$ cat src/rtl/core/rsa_pkg.sv
// Shared constants for the rotate source address unit.
// No dependencies.
`default_nettype none

package rsa_pkg;

  localparam int unsigned CFG_IDX_W = 3;

  typedef enum logic [CFG_IDX_W-1:0] {
    CFG_CENTER_X      = 3'd0,
    CFG_CENTER_Y      = 3'd1,
    CFG_COS_ANGLE     = 3'd2,
    CFG_SIN_ANGLE     = 3'd3,
    CFG_SOURCE_WIDTH  = 3'd4,
    CFG_SOURCE_HEIGHT = 3'd5
  } cfg_reg_e;

endpackage

`default_nettype wire

$ cat src/rtl/core/rsa_cfg_regs.sv
// Configuration register file of the rotate source address unit.
// Depends on rsa_pkg.
`default_nettype none

module rsa_cfg_regs
  import rsa_pkg::*;
#(
  parameter int unsigned COORD_BITS = 12,
  parameter int unsigned FRAC_BITS  = 14,
  parameter int unsigned CFG_W      = 16
) (
  input  wire                          clk_i,
  input  wire                          rst_ni,
  input  wire                          cfg_we_i,
  input  wire  [CFG_IDX_W-1:0]         cfg_index_i,
  input  wire  [CFG_W-1:0]             cfg_wdata_i,
  output logic [COORD_BITS-1:0]        center_x_o,
  output logic [COORD_BITS-1:0]        center_y_o,
  output logic signed [FRAC_BITS+1:0]  cos_angle_o,
  output logic signed [FRAC_BITS+1:0]  sin_angle_o,
  output logic [COORD_BITS:0]          source_width_o,
  output logic [COORD_BITS:0]          source_height_o
);

  localparam int unsigned ANGLE_W = FRAC_BITS + 2;
  localparam int unsigned SIZE_W  = COORD_BITS + 1;

  logic [COORD_BITS-1:0] center_x_q, center_y_q;
  logic [ANGLE_W-1:0]    cos_q, sin_q;
  logic [SIZE_W-1:0]     width_q, height_q;

  always_ff @(posedge clk_i or negedge rst_ni) begin
    if (!rst_ni) begin
      center_x_q <= '0;
      center_y_q <= '0;
      cos_q      <= ANGLE_W'(1) << FRAC_BITS;
      sin_q      <= '0;
      width_q    <= SIZE_W'(1) << COORD_BITS;
      height_q   <= SIZE_W'(1) << COORD_BITS;
    end else if (cfg_we_i) begin
      unique case (cfg_index_i)
        CFG_CENTER_X:      center_x_q <= cfg_wdata_i[COORD_BITS-1:0];
        CFG_CENTER_Y:      center_y_q <= cfg_wdata_i[COORD_BITS-1:0];
        CFG_COS_ANGLE:     cos_q      <= cfg_wdata_i[ANGLE_W-1:0];
        CFG_SIN_ANGLE:     sin_q      <= cfg_wdata_i[ANGLE_W-1:0];
        CFG_SOURCE_WIDTH:  width_q    <= cfg_wdata_i[SIZE_W-1:0];
        CFG_SOURCE_HEIGHT: height_q   <= cfg_wdata_i[SIZE_W-1:0];
        default: ;
      endcase
    end
  end

  assign center_x_o      = center_x_q;
  assign center_y_o      = center_y_q;
  assign cos_angle_o     = $signed(cos_q);
  assign sin_angle_o     = $signed(sin_q);
  assign source_width_o  = width_q;
  assign source_height_o = height_q;

endmodule

`default_nettype wire

$ cat src/rtl/core/rsa_axis_map.sv
// One axis of the inverse rotation: origin + a*ca +/- b*cb, floored and
// range checked against the source size. No dependencies.
`default_nettype none

module rsa_axis_map #(
  parameter int unsigned COORD_BITS = 12,
  parameter int unsigned FRAC_BITS  = 14,
  parameter bit          SUB_B      = 1'b0
) (
  input  wire  [COORD_BITS-1:0]        origin_i,
  input  wire  signed [COORD_BITS:0]   d_a_i,
  input  wire  signed [FRAC_BITS+1:0]  coef_a_i,
  input  wire  signed [COORD_BITS:0]   d_b_i,
  input  wire  signed [FRAC_BITS+1:0]  coef_b_i,
  input  wire  [COORD_BITS:0]          size_i,
  output logic [COORD_BITS-1:0]        idx_o,
  output logic                         inside_o
);

  localparam int unsigned PROD_W = COORD_BITS + FRAC_BITS + 3;
  localparam int unsigned SUM_W  = COORD_BITS + FRAC_BITS + 5;
  localparam int unsigned INT_W  = SUM_W - FRAC_BITS;

  logic signed [PROD_W-1:0] prod_a, prod_b;
  logic signed [SUM_W-1:0]  base, sum;
  logic [INT_W-1:0]         int_part;
  logic                     over;

  always_comb begin
    prod_a   = d_a_i * coef_a_i;
    prod_b   = d_b_i * coef_b_i;
    base     = $signed({{(SUM_W-COORD_BITS-FRAC_BITS){1'b0}}, origin_i, {FRAC_BITS{1'b0}}});
    if (SUB_B) begin
      sum = base + SUM_W'(prod_a) - SUM_W'(prod_b);
    end else begin
      sum = base + SUM_W'(prod_a) + SUM_W'(prod_b);
    end
    int_part = sum[SUM_W-1:FRAC_BITS];
    over     = |int_part[INT_W-1:COORD_BITS];
    inside_o = !sum[SUM_W-1] && !over && (int_part < INT_W'(size_i));
    idx_o    = int_part[COORD_BITS-1:0];
  end

endmodule

`default_nettype wire

$ cat src/rtl/core/rotate_source_address_unit.sv
// Rotate source address unit: top level, input and result registers.
// Depends on rsa_pkg, rsa_cfg_regs and rsa_axis_map.
//
// Maps each destination pixel to the nearest-lower source pixel of an
// inverse rotation about the configured center with fixed-point cos/sin
// (FRAC_BITS fraction bits). One item is taken per clock while the output
// is not stalled; a result is offered once its item has passed the input
// register and then the result register. The path between them is two
// multiplies and an add per axis plus the range compare. A stall on the
// output holds both stages; the input stays ready while the input register
// is empty or can drain into a free result register. Pixels off the source
// image come out with outside set in tuser and zero coordinates. Write the
// configuration only while no item is in flight.
`default_nettype none

module rotate_source_address_unit
  import rsa_pkg::*;
#(
  parameter int unsigned COORD_BITS = 12,
  parameter int unsigned FRAC_BITS  = 14
) (
  input  wire                     clk_i,
  input  wire                     rst_ni,
  input  wire                     cfg_we_i,
  input  wire  [CFG_IDX_W-1:0]    cfg_index_i,
  input  wire  [((FRAC_BITS+2 > COORD_BITS+1) ? FRAC_BITS+2 : COORD_BITS+1)-1:0] cfg_wdata_i,
  input  wire                     s_axis_tvalid,
  output logic                    s_axis_tready,
  // dest_x, dest_y
  input  wire  [((2*COORD_BITS+7)/8)*8-1:0] s_axis_tdata,
  output logic                    m_axis_tvalid,
  input  wire                     m_axis_tready,
  // source_x, source_y
  output logic [((2*COORD_BITS+7)/8)*8-1:0] m_axis_tdata,
  // outside
  output logic                    m_axis_tuser
);

  localparam int unsigned CFG_W  = (FRAC_BITS + 2 > COORD_BITS + 1) ? FRAC_BITS + 2
                                                                    : COORD_BITS + 1;
  localparam int unsigned TDATA_W = ((2 * COORD_BITS + 7) / 8) * 8;

  logic [COORD_BITS-1:0]       center_x, center_y;
  logic signed [FRAC_BITS+1:0] cos_angle, sin_angle;
  logic [COORD_BITS:0]         source_width, source_height;

  rsa_cfg_regs #(
    .COORD_BITS(COORD_BITS),
    .FRAC_BITS (FRAC_BITS),
    .CFG_W     (CFG_W)
  ) u_cfg (
    .clk_i          (clk_i),
    .rst_ni         (rst_ni),
    .cfg_we_i       (cfg_we_i),
    .cfg_index_i    (cfg_index_i),
    .cfg_wdata_i    (cfg_wdata_i),
    .center_x_o     (center_x),
    .center_y_o     (center_y),
    .cos_angle_o    (cos_angle),
    .sin_angle_o    (sin_angle),
    .source_width_o (source_width),
    .source_height_o(source_height)
  );

  // handshake
  logic in_valid_q, out_valid_q;
  logic adv_out, adv_in;

  assign adv_out       = !out_valid_q || m_axis_tready;
  assign s_axis_tready = !in_valid_q || adv_out;
  assign adv_in        = s_axis_tvalid && s_axis_tready;

  always_ff @(posedge clk_i or negedge rst_ni) begin
    if (!rst_ni) begin
      in_valid_q  <= 1'b0;
      out_valid_q <= 1'b0;
    end else begin
      if (s_axis_tready) in_valid_q <= s_axis_tvalid;
      if (adv_out) out_valid_q <= in_valid_q;
    end
  end

  // input register
  logic [COORD_BITS-1:0] dest_x_q, dest_y_q;

  always_ff @(posedge clk_i) begin
    if (adv_in) begin
      dest_x_q <= s_axis_tdata[COORD_BITS-1:0];
      dest_y_q <= s_axis_tdata[2*COORD_BITS-1:COORD_BITS];
    end
  end

  // mapping
  logic signed [COORD_BITS:0] dx, dy;
  logic [COORD_BITS-1:0]      idx_x, idx_y;
  logic                       in_x, in_y;

  assign dx = $signed({1'b0, dest_x_q}) - $signed({1'b0, center_x});
  assign dy = $signed({1'b0, dest_y_q}) - $signed({1'b0, center_y});

  rsa_axis_map #(
    .COORD_BITS(COORD_BITS),
    .FRAC_BITS (FRAC_BITS),
    .SUB_B     (1'b0)
  ) u_map_x (
    .origin_i(center_x),
    .d_a_i   (dx),
    .coef_a_i(cos_angle),
    .d_b_i   (dy),
    .coef_b_i(sin_angle),
    .size_i  (source_width),
    .idx_o   (idx_x),
    .inside_o(in_x)
  );

  rsa_axis_map #(
    .COORD_BITS(COORD_BITS),
    .FRAC_BITS (FRAC_BITS),
    .SUB_B     (1'b1)
  ) u_map_y (
    .origin_i(center_y),
    .d_a_i   (dy),
    .coef_a_i(cos_angle),
    .d_b_i   (dx),
    .coef_b_i(sin_angle),
    .size_i  (source_height),
    .idx_o   (idx_y),
    .inside_o(in_y)
  );

  // result register
  logic [COORD_BITS-1:0] source_x_q, source_y_q, source_x_d, source_y_d;
  logic                  outside_q, outside_d;

  always_comb begin
    outside_d  = !(in_x && in_y);
    source_x_d = outside_d ? '0 : idx_x;
    source_y_d = outside_d ? '0 : idx_y;
  end

  always_ff @(posedge clk_i) begin
    if (adv_out && in_valid_q) begin
      source_x_q <= source_x_d;
      source_y_q <= source_y_d;
      outside_q  <= outside_d;
    end
  end

  assign m_axis_tvalid = out_valid_q;
  assign m_axis_tdata  = TDATA_W'({source_y_q, source_x_q});
  assign m_axis_tuser  = outside_q;

endmodule

`default_nettype wire

$ cat config.mk
export PLATFORM = sky130hd
export DESIGN_NAME = rotate_source_address_unit
export DESIGN_NICKNAME = d
export VERILOG_FILES = /design/src/rtl/core/rsa_pkg.sv /design/src/rtl/core/rsa_cfg_regs.sv /design/src/rtl/core/rsa_axis_map.sv /design/src/rtl/core/rotate_source_address_unit.sv
export SDC_FILE = /design/constraint.sdc
export NUM_CORES = 2
export LEC_CHECK = 0
export CAP_MARGIN = 5
export CORE_UTILIZATION = 65
export DETAILED_ROUTE_END_ITERATION = 7
export DONT_BUFFER_PORTS = 1
export PLACE_DENSITY = 0.91
export SLEW_MARGIN = 20
export SYNTH_ARGS = -nofsm -noshare
export SYNTH_HDL_FRONTEND = slang
export SYNTH_HIERARCHICAL = 1
export SYNTH_SLANG_ARGS = --single-unit
$ cat constraint.sdc
create_clock -name clk_i -period 18.8 [get_ports clk_i]
set_input_delay 3.76 -clock clk_i [delete_from_list [all_inputs] [get_ports clk_i]]
set_output_delay 3.76 -clock clk_i [all_outputs]
set_load 0.02 [all_outputs]
**After elaboration in Yosys (flattened, before gate mapping)**

Cells that the tools add are included.
W data, S select, Z words.

- Flip-flop bits (word level): 133
- Input bits: 48
- Output and inout bits: 27
- Word-level logic and storage cells: 55

- Add/sub/neg operators: 6
- Multipliers: 4
- Order comparisons: 2
- Eq/ne operators: 5
- Reductions and logical operators: 25

Operator list:

| cell | count |
|---|---|
| $mul A13 B16 Y29 | 4 |
| $add A27 B29 Y30 | 2 |
| $lt A17 B13 Y1 | 2 |
| $add A30 B29 Y31 | 1 |
| $sub A30 B29 Y31 | 1 |
| $sub A12 B12 Y13 | 2 |
| $reduce_and A2 Y1 | 6 |
| $reduce_or A5 Y1 | 2 |
| $logic_and A1 B1 Y1 | 7 |
| $logic_not A1 Y1 | 7 |
| $eq A3 B2 Y1 const B | 2 |
| $eq A3 B3 Y1 const B | 2 |
| $eq A3 B1 Y1 const B | 1 |
| $logic_not A3 Y1 | 1 |
| $logic_or A1 B1 Y1 | 2 |

**Logic depth before layout (Yosys ltp)**

- Depth in word-level cells: 10
- Gate-level depth with buffers: 43
- Gate-level depth less buffers: 41

**Hierarchy**

The synthesis kept the hierarchy.

Modules (own cells, without submodules):

| module | instances | cells each | area an instance (µm²) | sequential area each (µm²) |
|---|---|---|---|---|
| rsa_axis_map at u_map_x | 1 | 1810 | 16926.2 | 0.0 |
| rsa_axis_map at u_map_y | 1 | 1688 | 16111.7 | 0.0 |
| rsa_cfg_regs | 1 | 177 | 3141.8 | 2055.7 |
| rotate_source_address_unit | 1 | 261 | 2966.6 | 1521.5 |

**Least setup slack after synthesis**

Ideal clock, no wire load.

- Path kind: flip-flop to flip-flop
- Start point: register u_cfg.center_y_q[0] (netlist: u_cfg/center_y_o[0])
- End point: register outside_q (netlist: m_axis_tuser), data pin
- Setup time: 0.262 ns
- Data arrival time: 9.552 ns
- Required time: 18.538 ns
- Path slack: 8.986 ns
- Stages on the path, launching flop included: 41
- Buffers on the path: 2
- Clock period less this slack: 9.814 ns
- Path through: dfrtp_1 ha_1 fa_1 nor2b_4 o31a_1 o21ai_2 and3_1 nor2_1 clkbuf_1 nand2_1 fa_1 inv_1 fa_1 inv_1 fa_1 inv_1 fa_1 fa_1 [5 not listed] nand2_1 o211a_1 or2_2 o211ai_2 a31oi_2 o21ai_2 xor2_1 ha_1 a21o_1 a21oi_1 o32ai_1 a211o_1 a2111o_1 a211oi_2 o311ai_1 a2111oi_2 clkbuf_1 nand2_1

- Elaborated cells on any way between the ends: 20
- Classes of those cells: add/sub: 4; mul: 2; order compare: 2; reduce/logical: 12

RTL lines:

| item | line | RTL |
|---|---|---|
| start, declared | rsa_cfg_regs.sv:28 | `logic [COORD_BITS-1:0] center_x_q, center_y_q;` |
| start signal, assigned | rsa_cfg_regs.sv:43 | `CFG_CENTER_Y: center_y_q <= cfg_wdata_i[COORD_BITS-1:0];` |
| $sub A12 B12 Y13 | rotate_source_address_unit.sv:99 | `assign dy = $signed({1'b0, dest_y_q}) - $signed({1'b0, center_y});` |
| via dy[6] | rotate_source_address_unit.sv:94 | `logic signed [COORD_BITS:0] dx, dy;` |
| $mul A13 B16 Y29 | rsa_axis_map.sv:30 | `prod_a = d_a_i * coef_a_i;` |
| $add A27 B29 Y30 | rsa_axis_map.sv:34 | `sum = base + SUM_W'(prod_a) - SUM_W'(prod_b);` |
| $sub A30 B29 Y31 | rsa_axis_map.sv:34 |  |
| via idx_y[10] | rotate_source_address_unit.sv:95 | `logic [COORD_BITS-1:0] idx_x, idx_y;` |
| $lt A17 B13 Y1 | rsa_axis_map.sv:40 | `inside_o = !sum[SUM_W-1] && !over && (int_part < INT_W'(size_i));` |
| $logic_and A1 B1 Y1 | rsa_axis_map.sv:40 |  |
| via in_y | rotate_source_address_unit.sv:96 | `logic in_x, in_y;` |
| $logic_and A1 B1 Y1 | rotate_source_address_unit.sv:136 | `outside_d = !(in_x && in_y);` |
| $logic_not A1 Y1 | rotate_source_address_unit.sv:136 |  |
| via outside_d | rotate_source_address_unit.sv:133 | `logic outside_q, outside_d;` |
| end signal, assigned | rotate_source_address_unit.sv:145 | `outside_q <= outside_d;` |
| end, declared | rotate_source_address_unit.sv:133 |  |

The timed path passes the listed nets, and every way through them passes these cells.
A chain may end at the register's enable or synchronous reset.

**Worst setup path in the final report**

- Start point: register u_cfg.center_y_q[0] (netlist: u_cfg/center_y_o[0])
- End point: register source_y_q[8], data pin

- Elaborated cells on any way between the ends: 19
- Classes of those cells: add/sub: 4; mul: 2; order compare: 2; reduce/logical: 11

RTL lines:

| item | line | RTL |
|---|---|---|
| $sub A12 B12 Y13 | rotate_source_address_unit.sv:99 |  |
| via dy[8] | rotate_source_address_unit.sv:94 |  |
| $mul A13 B16 Y29 | rsa_axis_map.sv:31 | `prod_b = d_b_i * coef_b_i;` |
| $add A30 B29 Y31 | rsa_axis_map.sv:36 | `sum = base + SUM_W'(prod_a) + SUM_W'(prod_b);` |
| via idx_x[4] | rotate_source_address_unit.sv:95 |  |
| $lt A17 B13 Y1 | rsa_axis_map.sv:40 |  |
| $logic_and A1 B1 Y1 | rsa_axis_map.sv:40 |  |
| via in_x | rotate_source_address_unit.sv:96 |  |
| $logic_and A1 B1 Y1 | rotate_source_address_unit.sv:136 |  |
| end signal, assigned | rotate_source_address_unit.sv:144 | `source_y_q <= source_y_d;` |
| end, declared | rotate_source_address_unit.sv:132 | `logic [COORD_BITS-1:0] source_x_q, source_y_q, source_x_d, source_y_d;` |

The timed path passes the listed nets, and every way through them passes these cells.

==> impl_metrics.toml <==
[status]
outcome = "finished, final reports clean"

[hold_path]
min_path_type = "flip-flop to flip-flop"
hp-start = "u_cfg/source_height_o[4]"

[yosys]
syn_inst = 3936
netlist_area_mm2 = 0.0391
synth-seq-cells = 133
synth_edf_count = 49
synth-main-ff-cell = "dfrtp_1"
yosysTopAreaCellShare_pct = 49.5
synth_warnings = 6
syn_nets = 5227
synthArstFlopShare_pct = 63.2
yosysUniqueCellTypes = 85
postSynthAreaPerCell_um2 = 9.95
seq_area_frac_synth_pct = 9.14
synthTopCellsByArea = "fa_1 49%, inv_1 10%, ha_1 8.8%"
yosys.area.top_type = "fa_1"

[clocking]
htreeDepth = 4
cts_tree = "built"
cts_buffers = 17
clk_latency_ns = 0.43
cts_sinks = 133
root_buffer = "clkbuf_16"
ctsHoldBuffers = 0
post_cts_resized = 0
post_cts_buffers = 0
clockBufferDepth = 2
cts.clk_slew.worst_paths_ns = 0.07

[placed_design]
numPortBuffers = 0
dp_cells = 4628
hpwl_um = 79800
gp_congestion = 1.06

[job]
cap_violations = 0

[critical_path]
r2r_start = "u_cfg/center_y_o[0]"
slowest_delay_ns = 0.91
cp_max_fo = 17
crit_top_cell = "fa_1"
end_kind = "flip-flop"
cp_slowest_cell = "xor2_2"
reg2reg_slack_ns = 7.05
path_class = "flip-flop to flip-flop"
crit_start = "u_cfg/center_y_o[0]"
critPathRequiredTime_ns = 19.10
arrival_ns = 12.04
cp-start-kind = "flip-flop"

[cells_and_area]
fill_cells = 4151
multiInputGateArea_mm2 = 0.0313
seqCellArea_mm2 = 0.00358
fin_cells = 4672
areaGrowthSynthToFinish_pct = 4.34
layout-drive-gt1-share_pct = 5.78
nNetsFinal = 5168

[global_route]
grt_usage_pct = 36.0
grt_overflow_total = 0
grt_pass1_wl_um = 166000
grt_pass1_vias = 31821
antenna_found_initial = 18
grt_start_max_net_pins = 85

[die]
dieArea_mm2 = 0.0612
die_h_um = 247
start_util_pct = 66.1
rows = 89
dieWidth_um = 247
coreArea_mm2 = 0.0592
ios = 75

[route]
drt_pass1_iterations = 5
wl_um = 103000
via_per_inst = 5.91
route.detailed.drc = 0
routedWlPerCell_um = 22.0
antenna_left = 0
drt-initial-drc-count = 2506
vias = 27596

[sta]
fmax_mhz = 85.1
fin_tns_setup_ns = 0
finalHoldViolCount = 0
final_max_slew_viol_count = 0
slew_headroom_pct = 18.2
tightest_slew_ns = 1.22
setup_violations = 0
hold_ws_ns = 0.511
min_period_over_period_pct = 62.5
clock_skew_ns = 0.0184
fin_crit_ns = 11.75
rsz0062_at_grt = "no"
-- layout make-up --
class                      count  share of cell area (%)
multi-input combinational   2614                    76.5
clock buffer                  18                    1.05
sequential                   133                    8.77
clock inverter                14                   0.463
inverter                    1056                    9.70
antenna                        9                  0.0551
tap                          773                    2.37
timing repair buffer          55                    1.07
-- metal layers --
layer	vias to the layer above	part of all wire (%)	track usage [%]	routed length (um)
li1	11403	-	-	-
met1	14093	35	43.2	35600
met2	1655	48	58.8	49100
met3	433	11	10.1	11200
met4	12	6.7	20.2	6870
met5	-	0.083	0	85
-- cell families after synthesis --
kind of cell               Yosys count  synth area share (%)
adders and majority gates         1243                  58.3
and+or+nand+nor                   1002                  13.2
AOI/OAI and AO/OA                  221                  3.92
muxes                               84                  2.51
xor gates and xnor gates            64                  1.54
DFF                                133                  9.14
buffers and inverters             1189                  11.5
-- layout by cell type, fill, tap and decap left out, types with 11 or more instances in the layout --
cell type	n
a21o_1	19
a21oi_1	62
and2_1	406
and3_1	28
buf_4	53
clkbuf_16	17
dfrtp_1	78
edfxtp_1	49
fa_1	967
ha_1	276
inv_1	1056
mux2_2	72
nand2_1	404
nand2b_1	20
nand3_1	13
nand4_1	11
nor2_1	58
nor2b_1	22
nor3_1	12
o21ai_0	34
xnor2_1	33
xor2_1	12
-- synthesized netlist by cell type (all sizes together), types with 12 or more instances --
master,count
dfrtp,81
nor2,59
nand2,404
mux2,82
and2,408
nor2b,23
clkbuf,122
nand3,13
a21oi,67
xor2,19
fa,967
nor3,12
edfxtp,49
a211oi,15
ha,276
o21ai,44
and3,28
inv,1056
xnor2,42
a21o,21
nand2b,20
-- path summary, 6_finish.rpt --
check	to	cells after the start
worst max-delay path	source_y_q[8]	37
worst min-delay path	u_cfg/source_height_o[4]	1
worst max register to register	source_y_q[8]	37
worst min register to register	u_cfg/source_height_o[4]	1
max in group asynchronous	u_cfg/cos_angle_o[14]	0
min in group asynchronous	u_cfg/source_width_o[5]	0
-- stage by stage --
step | utilization, % | area (um^2) | worst slack [ns]
2_1_floorplan | - | 39100 | 8.99
3_3_place_gp | 67.8 | 40200 | 7.63
3_5_place_dp | 67.8 | 40200 | 7.18
4_1_cts | 68.8 | 40800 | 7.01
5_1_grt | 68.9 | 40800 | 6.73
6_report | 68.9 | 40800 | 7.05
-- state kept, by name, summed over array words and instances, names as in the netlist, 12 cells and up --
register and count:
u_cfg/center_y_o 12, source_x_q 12, dest_y_q 12, u_cfg/source_height_o 13
dest_x_q 12, u_cfg/sin_angle_o 16, u_cfg/center_x_o 12, u_cfg/source_width_o 13
u_cfg/cos_angle_o 16, source_y_q 12
-- worst max-delay path: cells and delay by family (launching register included) --
kind | cells | cell delay (ns)
fa+ha+maj | 11 | 4.93
compound gates | 12 | 2.94
xor+xnor | 2 | 1.27
simple gates | 5 | 1.16
buf+inv | 7 | 0.90
flops | 1 | 0.40
Power is not shown: default switching activity piles up to over one toggle a cycle in this logic, so the estimate is an artifact.
